$ cat config.mk
export PLATFORM = sky130hd
export DESIGN_NAME = key_debounce_repeat_longpress_top
export DESIGN_NICKNAME = d
export VERILOG_FILES = /design/src/rtl/kdrl_pkg.sv /design/src/rtl/kdrl_cfg.sv /design/src/rtl/kdrl_core.sv /design/src/rtl/key_debounce_repeat_longpress_top.sv
export VERILOG_INCLUDE_DIRS = /design/src /design/src/rtl
export SDC_FILE = /design/constraint.sdc
export NUM_CORES = 1
export LEC_CHECK = 0
export ABC_AREA = 1
export ABC_CLOCK_PERIOD_IN_PS = 6300
export BUFFER_PORTS_ARGS = -buffer_cell sky130_fd_sc_hd__buf_4
export CAP_MARGIN = 0
export CORE_AREA = 2 2 115 117
export CTS_CLUSTER_SIZE = 8
export DETAILED_ROUTE_END_ITERATION = 8
export DIE_AREA = 0 0 117 119
export GPL_ROUTABILITY_DRIVEN = 0
export PLACE_DENSITY = 0.81
export REMOVE_ABC_BUFFERS = 1
export SYNTH_ARGS = -nofsm -noshare
export SYNTH_HDL_FRONTEND = slang
export SYNTH_SLANG_ARGS = --single-unit
$ cat constraint.sdc
create_clock -name i_clk -period 6.3 [get_ports i_clk]
set_clock_uncertainty 0.1 [all_clocks]
set_input_delay 0.315 -clock i_clk [delete_from_list [all_inputs] [get_ports i_clk]]
set_output_delay 0.315 -clock i_clk [all_outputs]
set_load 0.01 [all_outputs]
$ cat src/rtl/key_debounce_repeat_longpress_top_defines.svh
// Assertion macros for the key debounce block.
`ifndef KEY_DEBOUNCE_REPEAT_LONGPRESS_TOP_DEFINES_SVH
`define KEY_DEBOUNCE_REPEAT_LONGPRESS_TOP_DEFINES_SVH
`ifndef SYNTHESIS
// Checked only out of reset.
`define KDRL_ASSERT(lbl, prop, msg) \
    lbl: assert property (@(posedge i_clk) disable iff (!i_rst_n) prop) else $error(msg);
// Checked at every edge, reset included.
`define KDRL_ASSERT_ALWAYS(lbl, prop, msg) \
    lbl: assert property (@(posedge i_clk) prop) else $error(msg);
`else
`define KDRL_ASSERT(lbl, prop, msg)
`define KDRL_ASSERT_ALWAYS(lbl, prop, msg)
`endif
`endif

$ cat src/rtl/kdrl_pkg.sv
// Shared types and constants for the key debounce block.
package kdrl_pkg;

    localparam int HOLD_W  = 16;
    localparam int DEB_W   = 8;
    localparam int TICK_W  = 16;
    localparam int NRA_W   = (HOLD_W > TICK_W) ? HOLD_W : TICK_W;
    localparam int SUM_W   = NRA_W + 1;
    localparam int ADDR_W  = 4;
    localparam int DATA_W  = 32;

    localparam logic [DEB_W-1:0]  DEBOUNCE_RST     = DEB_W'(3);
    localparam logic [TICK_W-1:0] REPEAT_START_RST = TICK_W'(50);
    localparam logic [TICK_W-1:0] REPEAT_PERIOD_RST = TICK_W'(10);
    localparam logic [TICK_W-1:0] LONG_PRESS_RST   = TICK_W'(50);

    localparam logic [1:0] REG_DEBOUNCE      = 2'd0;
    localparam logic [1:0] REG_REPEAT_START  = 2'd1;
    localparam logic [1:0] REG_REPEAT_PERIOD = 2'd2;
    localparam logic [1:0] REG_LONG_PRESS    = 2'd3;

    typedef logic [HOLD_W-1:0] t_hold;
    typedef logic [NRA_W-1:0]  t_nra;

    typedef struct packed {
        logic [DEB_W-1:0]  debounce_ticks;
        logic [TICK_W-1:0] repeat_start_ticks;
        logic [TICK_W-1:0] repeat_period_ticks;
        logic [TICK_W-1:0] long_press_ticks;
    } t_cfg;

    typedef struct packed {
        logic pin_level;
        logic take_pressed;
        logic take_repeat;
        logic take_long;
    } t_item;

    typedef struct packed {
        logic stable_key;
        logic pressed_taken;
        logic repeat_taken;
        logic long_taken;
    } t_res;

    typedef struct packed {
        logic level;
        logic pressed_flag;
        logic long_flag;
        logic long_latched;
    } t_status;

endpackage

$ cat src/rtl/kdrl_cfg.sv
// Configuration register file with its bus port.
module kdrl_cfg (
    input  logic                       i_clk,
    input  logic                       i_rst_n,
    input  logic                       psel,
    input  logic                       penable,
    input  logic                       pwrite,
    input  logic [kdrl_pkg::ADDR_W-1:0] paddr,
    input  logic [kdrl_pkg::DATA_W-1:0] pwdata,
    output logic [kdrl_pkg::DATA_W-1:0] prdata,
    output logic                       pready,
    output kdrl_pkg::t_cfg             o_cfg
);
    import kdrl_pkg::*;

    t_cfg       r_cfg;
    logic       s_wr;
    logic [1:0] s_idx;

    assign s_wr   = psel && penable && pwrite;
    assign s_idx  = paddr[3:2];
    assign pready = 1'b1;
    assign o_cfg  = r_cfg;

    always_ff @(posedge i_clk) begin
        if (!i_rst_n) begin
            r_cfg.debounce_ticks      <= DEBOUNCE_RST;
            r_cfg.repeat_start_ticks  <= REPEAT_START_RST;
            r_cfg.repeat_period_ticks <= REPEAT_PERIOD_RST;
            r_cfg.long_press_ticks    <= LONG_PRESS_RST;
        end else if (s_wr) begin
            unique case (s_idx)
                REG_DEBOUNCE:      r_cfg.debounce_ticks      <= pwdata[DEB_W-1:0];
                REG_REPEAT_START:  r_cfg.repeat_start_ticks  <= pwdata[TICK_W-1:0];
                REG_REPEAT_PERIOD: r_cfg.repeat_period_ticks <= pwdata[TICK_W-1:0];
                REG_LONG_PRESS:    r_cfg.long_press_ticks    <= pwdata[TICK_W-1:0];
                default: ;
            endcase
        end
    end

    always_comb begin
        unique case (s_idx)
            REG_DEBOUNCE:      prdata = DATA_W'(r_cfg.debounce_ticks);
            REG_REPEAT_START:  prdata = DATA_W'(r_cfg.repeat_start_ticks);
            REG_REPEAT_PERIOD: prdata = DATA_W'(r_cfg.repeat_period_ticks);
            REG_LONG_PRESS:    prdata = DATA_W'(r_cfg.long_press_ticks);
            default:           prdata = '0;
        endcase
    end

endmodule

$ cat src/rtl/kdrl_core.sv
// Key state registers and the per-tick debounce, repeat and long-press update.
module kdrl_core (
    input  logic              i_clk,
    input  logic              i_rst_n,
    input  logic              i_en,
    input  kdrl_pkg::t_cfg    i_cfg,
    input  kdrl_pkg::t_item   i_item,
    output kdrl_pkg::t_res    o_res,
    output kdrl_pkg::t_status o_status
);
    import kdrl_pkg::*;

    localparam t_hold HOLD_MAX = '1;

    logic             r_level, n_level;
    logic [DEB_W-1:0] r_mc, n_mc;
    t_hold            r_held, n_held;
    t_nra             r_nra, n_nra;
    logic             r_pflag, n_pflag;
    logic             r_rflag, n_rflag;
    logic             r_lflag, n_lflag;
    logic             r_latch, n_latch;

    logic             s_mc_inc_ok;
    logic [DEB_W-1:0] s_mc_inc;
    logic             s_accept;
    t_hold            s_held2, s_held3;
    t_nra             s_nra2;
    logic [SUM_W-1:0] s_sum;
    logic             s_latch2;

    always_comb begin
        s_mc_inc_ok = (r_mc != '1);
        s_mc_inc    = s_mc_inc_ok ? r_mc + DEB_W'(1) : r_mc;
        // A zero debounce setting behaves as one since the count is at least one here.
        s_accept    = (i_item.pin_level != r_level) && (s_mc_inc >= i_cfg.debounce_ticks);

        n_mc    = ((i_item.pin_level == r_level) || s_accept) ? '0 : s_mc_inc;
        n_level = s_accept ? i_item.pin_level : r_level;
        s_held2 = s_accept ? '0 : r_held;
        s_nra2  = s_accept ? NRA_W'(i_cfg.repeat_start_ticks) : r_nra;
        s_latch2 = s_accept ? 1'b0 : r_latch;

        n_pflag = (r_pflag && !i_item.take_pressed) || (s_accept && i_item.pin_level);
        n_rflag = r_rflag && !i_item.take_repeat;
        n_lflag = r_lflag && !i_item.take_long;

        s_held3 = (s_held2 == HOLD_MAX) ? s_held2 : s_held2 + HOLD_W'(1);
        s_sum   = SUM_W'(s_nra2) + SUM_W'(i_cfg.repeat_period_ticks);

        n_held  = s_held2;
        n_nra   = s_nra2;
        n_latch = s_latch2;
        if (n_level) begin
            n_held = s_held3;
            if (NRA_W'(s_held3) >= s_nra2) begin
                n_rflag = 1'b1;
                // The repeat point advances only while it stays at or below the hold count ceiling.
                if (s_sum <= SUM_W'(HOLD_MAX)) begin
                    n_nra = s_sum[NRA_W-1:0];
                end
            end
            if (!s_latch2 && (NRA_W'(s_held3) >= NRA_W'(i_cfg.long_press_ticks))) begin
                n_lflag = 1'b1;
                n_latch = 1'b1;
            end
        end

        o_res.stable_key    = n_level;
        o_res.pressed_taken = i_item.take_pressed && r_pflag;
        o_res.repeat_taken  = i_item.take_repeat && r_rflag;
        o_res.long_taken    = i_item.take_long && r_lflag;
    end

    always_ff @(posedge i_clk) begin
        if (!i_rst_n) begin
            r_level <= 1'b0;
            r_mc    <= '0;
            r_held  <= '0;
            r_nra   <= NRA_W'(REPEAT_START_RST);
            r_pflag <= 1'b0;
            r_rflag <= 1'b0;
            r_lflag <= 1'b0;
            r_latch <= 1'b0;
        end else if (i_en) begin
            r_level <= n_level;
            r_mc    <= n_mc;
            r_held  <= n_held;
            r_nra   <= n_nra;
            r_pflag <= n_pflag;
            r_rflag <= n_rflag;
            r_lflag <= n_lflag;
            r_latch <= n_latch;
        end
    end

    assign o_status.level        = r_level;
    assign o_status.pressed_flag = r_pflag;
    assign o_status.long_flag    = r_lflag;
    assign o_status.long_latched = r_latch;

endmodule

$ cat src/rtl/key_debounce_repeat_longpress_top.sv
// Top level of the debounced key with auto-repeat and long-press events.
//
//  Channel  | Handshake                    | Payload
//  ---------+------------------------------+---------------------------------------------
//  input    | i_in_valid / o_in_ready      | i_pin_level i_take_pressed i_take_repeat
//           |                              | i_take_long
//  output   | o_out_valid / i_out_ready    | o_stable_key o_pressed_taken o_repeat_taken
//           |                              | o_long_taken
//  config   | psel penable pwrite / pready | paddr pwdata prdata
//
// A tick is registered on entry in the input register, updates the key state and lands in the
// result register, which raises output valid; a stalled result holds the tick at the input.
// One tick is taken per cycle while the result is not stalled.
// The key state moves only when a tick leaves the input register for the result register.
// While the result waits for its transfer, one more tick can be held at the input.
// Synchronous reset clears the key state and handshake and loads the config defaults.
`include "key_debounce_repeat_longpress_top_defines.svh"

module key_debounce_repeat_longpress_top (
    input  logic                        i_clk,
    input  logic                        i_rst_n,
    input  logic                        i_in_valid,
    output logic                        o_in_ready,
    input  logic                        i_pin_level,
    input  logic                        i_take_pressed,
    input  logic                        i_take_repeat,
    input  logic                        i_take_long,
    output logic                        o_out_valid,
    input  logic                        i_out_ready,
    output logic                        o_stable_key,
    output logic                        o_pressed_taken,
    output logic                        o_repeat_taken,
    output logic                        o_long_taken,
    input  logic                        psel,
    input  logic                        penable,
    input  logic                        pwrite,
    input  logic [kdrl_pkg::ADDR_W-1:0] paddr,
    input  logic [kdrl_pkg::DATA_W-1:0] pwdata,
    output logic [kdrl_pkg::DATA_W-1:0] prdata,
    output logic                        pready
);
    import kdrl_pkg::*;

    t_cfg    s_cfg;
    t_item   r_item;
    logic    r_in_valid;
    t_res    r_res, s_res;
    logic    r_out_valid;
    logic    s_adv;
    t_status s_stat;

    kdrl_cfg u_cfg (
        .i_clk   (i_clk),
        .i_rst_n (i_rst_n),
        .psel    (psel),
        .penable (penable),
        .pwrite  (pwrite),
        .paddr   (paddr),
        .pwdata  (pwdata),
        .prdata  (prdata),
        .pready  (pready),
        .o_cfg   (s_cfg)
    );

    kdrl_core u_core (
        .i_clk    (i_clk),
        .i_rst_n  (i_rst_n),
        .i_en     (s_adv),
        .i_cfg    (s_cfg),
        .i_item   (r_item),
        .o_res    (s_res),
        .o_status (s_stat)
    );

    // A held tick moves on whenever the result register is empty or being emptied.
    assign s_adv      = r_in_valid && (!r_out_valid || i_out_ready);
    assign o_in_ready = !r_in_valid || s_adv;

    always_ff @(posedge i_clk) begin
        if (!i_rst_n) begin
            r_in_valid  <= 1'b0;
            r_out_valid <= 1'b0;
        end else begin
            if (o_in_ready) begin
                r_in_valid <= i_in_valid;
            end
            if (s_adv) begin
                r_out_valid <= 1'b1;
            end else if (i_out_ready) begin
                r_out_valid <= 1'b0;
            end
        end
    end

    always_ff @(posedge i_clk) begin
        if (o_in_ready && i_in_valid) begin
            r_item.pin_level    <= i_pin_level;
            r_item.take_pressed <= i_take_pressed;
            r_item.take_repeat  <= i_take_repeat;
            r_item.take_long    <= i_take_long;
        end
        if (s_adv) begin
            r_res <= s_res;
        end
    end

    assign o_out_valid     = r_out_valid;
    assign o_stable_key    = r_res.stable_key;
    assign o_pressed_taken = r_res.pressed_taken;
    assign o_repeat_taken  = r_res.repeat_taken;
    assign o_long_taken    = r_res.long_taken;

    `KDRL_ASSERT(a_stall_only_on_full_out, !o_in_ready |-> (o_out_valid && !i_out_ready), "input stalled without a stalled result")
    `KDRL_ASSERT_ALWAYS(a_reset_empties_out, !i_rst_n |=> !o_out_valid, "result valid right after reset")
    `KDRL_ASSERT(a_press_event_level, $rose(s_stat.pressed_flag) |-> s_stat.level, "press event without a pressed level")
    `KDRL_ASSERT(a_long_event_latched, $rose(s_stat.long_flag) |-> (s_stat.long_latched && s_stat.level), "long-press event without latch")

endmodule
======== Word-level counts from Yosys, hierarchy flattened ========
Index checks and enable logic that the tools add are counted.
word-level totals
  register bits ........................... 111
  output and inout port bits .............. 39
  logic and storage cells ................. 85
  input bits .............................. 47
cells by class
  mux-type cells .......................... 20
  order comparisons ....................... 4
  reductions and logical operators ........ 29
  equality and inequality tests ........... 7
  add/subtract/negate cells ............... 3
operators by type and width
  cell                                                              number
  one-hot mux 32 bit (4 select lines)                               1
  2-to-1 mux 16 bit                                                 7
  >= comparator 16 bit                                              2
  adder 16 x 16 -> 17 bit                                           1
  less-or-equal comparator 17 x 16 -> 1 bit, second input constant  1
  adder 16 x 1 -> 16 bit, second input constant                     1
  == test 16 bit, second input constant                             1
  2-to-1 mux 8 bit                                                  2
  logical AND 1 bit                                                 13
  2-to-1 mux 1 bit                                                  10
  adder 8 x 1 -> 8 bit, second input constant                       1
  >= comparator 8 bit                                               1
  inequality test 8 bit, second input constant                      1
  AND reduction 2 bit                                               4
  logical NOT 1 bit                                                 6
  == test 2 bit, second input constant                              2
  logical OR 1 bit                                                  4
  == test 2 x 1 -> 1 bit, second input constant                     1
  logical NOT 2 bit                                                 1
  nonzero test 2 bit                                                1
  == test 1 bit                                                     1
  inequality test 1 bit                                             1

======== Depth between registers and ports, before layout ========
  depth in word-level cells ............... 11
  depth in mapped cells ................... 41
  mapped depth without buffers ............ 37

======== Modules after synthesis ========
Synthesis repeated with hierarchy kept, for this count alone.
second synthesis, totals
  cell total of the unflattened synthesis .. 1,181
  area total of the unflattened synthesis .. 7,940.1 um2
by module, submodules not included
  module                             area an instance (um2)  times used  cells an instance  sequential area each (um2)
  kdrl_core                          4,883.4                 1           738                900.9
  kdrl_cfg                           2,721.4                 1           422                1,121.1
  key_debounce_repeat_longpress_top  335.3                   1           21                 280.3

======== Worst setup path before layout ========
Ideal clock, no wire load.
  kind .................................... flip-flop to flip-flop
  start point ............................. reg u_core.r_mc[0]
  end point ............................... reg u_core.r_nra[14]
  period minus slack after synthesis ...... 5.065 ns
  cell stages (with the launch flop) ...... 39
  path slack .............................. 1.235 ns
  required time ........................... 6.066 ns
  setup time .............................. 0.134 ns
  buffers on the path ..................... 3
  data arrival time ....................... 4.832 ns
  cell sequence ........................... dfxtp_1 -> ha_1 -> nand2_1 -> nor3_1 -> nand3_1 -> inv_1 -> nor3_1 -> a21oi_1 -> ha_1 -> nand2_1 -> inv_1 -> nand2_1 -> nand2_1 -> nand2_1 -> nand3_2 -> nand2_2 -> buf_8 -> buf_8 -> (+3 left out) -> nand2_1 -> nor2_1 -> nand2_1 -> nor2_1 -> nand2_1 -> nand2_1 -> nand2_1 -> ha_1 -> nand2_1 -> inv_1 -> nand3_1 -> nor3_1 -> nand3_1 -> nand3_1 -> nand3_1 -> clkbuf_1 -> o31ai_1 -> a21oi_1
between the ends
  longest elaborated chain between the ends .. 10
  elaborated cells between the ends (all ways) .. 17
  classes of those cells .................. add/sub (3); order compare (3); eq/ne (2); mux (8); reduce/logical (1)
RTL lines
  element                                                                         line                              RTL
  from (decl)                                                                     kdrl_core.sv:16                   logic [DEB_W-1:0] r_mc, n_mc;
  from (signal assigned)                                                          kdrl_core.sv:87                   r_mc <= n_mc;
  adder 8 x 1 -> 8 bit or inequality test 8 bit (tied branches)                   kdrl_core.sv:34, kdrl_core.sv:33
  2-to-1 mux 8 bit *                                                              kdrl_core.sv:34                   s_mc_inc = s_mc_inc_ok ? r_mc + DEB_W'(1) : r_mc;
  >= comparator 8 bit *                                                           kdrl_core.sv:36                   s_accept = (i_item.pin_level != r_level) && (s_mc_inc >= i_cfg.debounce_ticks);
  logical AND 1 bit *                                                             kdrl_core.sv:36
  2-to-1 mux 16 bit, on equally long branches                                     kdrl_core.sv:41, kdrl_core.sv:40
  adder 16 x 16 -> 17 bit, or another cell as far along                           kdrl_core.sv:49                   s_sum = SUM_W'(s_nra2) + SUM_W'(i_cfg.repeat_period_ticks);
  less-or-equal comparator 17 x 16 -> 1 bit or 2-to-1 mux 16 bit (tied branches)  kdrl_core.sv:59, kdrl_core.sv:48
  2-to-1 mux 16 bit or >= comparator 16 bit (tied branches)                       kdrl_core.sv:59, kdrl_core.sv:56
  2-to-1 mux 16 bit                                                               kdrl_core.sv:56                   if (NRA_W'(s_held3) >= s_nra2) begin
  2-to-1 mux 16 bit *                                                             kdrl_core.sv:54                   if (n_level) begin
  to (signal assigned)                                                            kdrl_core.sv:80                   r_nra <= NRA_W'(REPEAT_START_RST);
  to (signal assigned)                                                            kdrl_core.sv:89                   r_nra <= n_nra;
  to (decl)                                                                       kdrl_core.sv:18                   t_nra r_nra, n_nra;
Mark *: on every way between the ends. The rest lies on a longest branch, timed or not.
A chain may end at the register's enable or synchronous reset.

======== Worst setup path after layout ========
  start point ............................. reg u_core.r_mc[0]
  end point ............................... reg u_core.r_nra[0]
Same word-level chain as after synthesis.

==> results.ini <==
[power_and_ir_drop]
power_density_nw_per_um2 = 233
ir_drop_mv = 0.162
p_leak_nw = 3.63

[synthesis]
ys.warnings.count = 0
synth_area_per_cell_sq_um = 6.98
synth.yosys.seq_area_share_pct = 30.8
yosysUniqueCellTypes = 47
ys.flop_type = dfxtp_1
ys_top_cells_by_area = dfxtp_1, nand2_1, ha_1, a21oi_1, inv_1
synth_edf_count = 8
synth_top_area_share_pct = 27.6
synth_cells = 1071
netlist_area_sq_um = 7480
synth_area_leader_cell = dfxtp_1
synth-seq-cells = 111
async_flop_share_pct = 0

[cts]
ctsRootBufferMaster = clkbuf_16
h-tree-depth = 3
numCtsBuffers = 9
clockBufferDepth = 2
cts_hold_repair.buffers = 0
cts.sinks = 111
clkLatencyLatePin_ns = 0.37
cts_tree = built
clk_pin_slew_ns = 0.07

[detailed_routing]
first_pass_iters = 5
avgViaCountPerCell = 5.51
vias = 7032
postRouteAntennaNets = 0
drc_errors = 0
dr.first_iter.drc_count = 499
drt_wl_total_um = 18300
wire_per_inst_um = 14.3

[floorplanning]
dieHeight_um = 119
core_sq_um = 12900
initial_core_util_pct = 58.1
num_rows = 42
pin_count = 86
die_width_um = 117
die_area_sq_um = 13900

[grt]
grt_pass1_wl_um = 30600
grt_max_degree = 71
gr-usage-all-layers_pct = 27.6
grt_pass1_vias = 6520
grt_overflow = 0
antenna_found_initial = 0

[setup_path]
crit_slowest_cell = dfxtp_1
cp_data_required_time_ns = 6.50
crit_type = reg -> reg
crit_fanout = 30
endpoint_kind = flip-flop
cp_data_arrival_time_ns = 5.90
slowest_delay_ns = 0.39
cp_common_cell = nand2_1
worst_setup_path_start_kind = flip-flop

[final_layout]
postLayoutCoreUtil_pct = 63.3
layout_commonest_cell = nand2_1
layout_common_cells = nand2_1, a21oi_1, inv_1
nFillCells = 1130
area_growth_pct = 9.03
antennaDiodeCount = 0
layout-drive-gt1-share_pct = 11.4
nets = 1204

[sta]
fin_setup_tns_ns = 0
setup_ws_ns = 0.594
min_period_ns = 5.71
drv_slew = 0
period_share_pct = 90.6
worst_pin_slew_ns = 0.892
clock.fmax_ghz = 0.175
hold_viol = 0
setup_viol = 0
maxSlewHeadroom_pct = 40.5

[flow_run]
cap_violations = 0

[placed_design]
place_hpwl_um = 13200
place_ws_ns = 0.521
port_buffers = 50

[hold_path]
worstHoldPathType = in -> reg

[run_status]
status = finished, final reports clean

-- cell type report --
| type | instances | area, sq um | share of cell area (%) |
|---|---|---|---|
| inverters | 132 | 495 | 6.08 |
| clock inverters | 6 | 61.3 | 0.752 |
| clock buffers | 10 | 229 | 2.81 |
| well taps | 176 | 220 | 2.70 |
| flip-flops and latches | 111 | 2300 | 28.2 |
| repair buffers | 59 | 447 | 5.48 |
| multi-input cells | 783 | 4400 | 54.0 |
-- flip-flops by register name (all words and copies together) (netlist names) --
register,count
u_cfg.o_cfg,56
u_core.r_held,16
u_core.r_nra,16
u_core.r_mc,8
r_item,4
o_long_taken,1
o_out_valid,1
o_pressed_taken,1
o_repeat_taken,1
o_stable_key,1
r_in_valid,1
u_core.r_latch,1
u_core.r_level,1
u_core.r_lflag,1
u_core.r_pflag,1
u_core.r_rflag,1
-- critical path: cells and delay by family, from the launching register on --
kind	cells	cell delay, ns
simple gates	22	2.73
buf+inv	7	0.93
fa+ha+maj	4	0.88
compound gates	4	0.55
flops	1	0.39
-- cells in the mapped netlist, types with 2 or more instances --
cell type    n
nor2_1      69
buf_4       19
xor2_1      14
edfxtp_1     8
o21ai_0     73
nand2_1    226
o21ai_2     11
xnor2_1      8
nor2_4       5
conb_1       2
o21ai_1     14
o211ai_1    14
a21o_1       2
nand2_2     13
buf_8        2
nor3_1       6
a211oi_1     4
ha_1        60
clkinv_1     3
nor2_2       7
nand4_1     11
inv_1      127
inv_2        2
nand3_2      3
dfxtp_1    103
clkbuf_1    31
a21oi_1    144
o21bai_1     4
buf_2        3
a21oi_2      3
nand3_1     46
a21boi_0     2
buf_6        4
o31ai_1      2
o221ai_1     8
o2111ai_1    7
-- metrics by stage --
stage / power, mW / cells / hold slack (ns) / area (sq um)
2_1_floorplan: 1.16 / 1026 / 0.299 / 7180
3_3_place_gp: 1.31 / 1261 / 0.350 / 7850
3_5_place_dp: 1.32 / 1261 / 0.358 / 7850
4_1_cts: 1.89 / 1277 / 0.0193 / 8140
5_1_grt: 2.00 / 1277 / 0.0223 / 8150
6_report: 1.90 / 1277 / 0.0225 / 8150
-- repair_timing --
action                                 in CTS  in global routing
endpoints found under the hold margin       0                  0
setup endpoints to repair                   0                 16
buffers inserted                            0                  0
resized for setup                           0                  4
-- metal layers --
metal | wire [um] | vias to the layer above | GRT usage (%) | share of wire, %
met5 | 0 | - | 0 | 0
met1 | 8190 | 3198 | 36.6 | 45
li1 | - | 3594 | - | -
met4 | 520 | 0 | 11.5 | 2.8
met3 | 972 | 41 | 3.46 | 5.3
met2 | 8590 | 199 | 44.9 | 47
-- report_power, final --
group          internal [mW]  switching [mW]  leakage, nW  total [mW]
Combinational          0.187           0.353         2.58       0.540
Clock                  0.307           0.279        0.132       0.586
Sequential             0.748          0.0265        0.914       0.774
-- cell families (layout without fill, tap and decap cells) --
| family | count (synthesis) | after routing | synth area share, % |
|---|---|---|---|
| flops | 111 | 111 | 30.8 |
| xor+xnor | 22 | 22 | 2.58 |
| fa+ha+maj | 61 | 61 | 10.3 |
| simple gates | 390 | 390 | 22.6 |
| compound gates | 293 | 293 | 22.3 |
| buf+inv | 192 | 207 | 11.3 |
| other cells | 2 | 17 | 0.100 |
-- worst paths after layout --
path,start,end,slack (ns),cells past startpoint
min,i_take_long,r_item[0],0.02,1
max reg2reg,u_core.r_mc[0],u_core.r_nra[0],0.59,37
min reg2reg,u_core.r_pflag,u_core.r_pflag,0.37,2
max,u_core.r_mc[0],u_core.r_nra[0],0.59,37
Power figures use the tool's default switching activity.
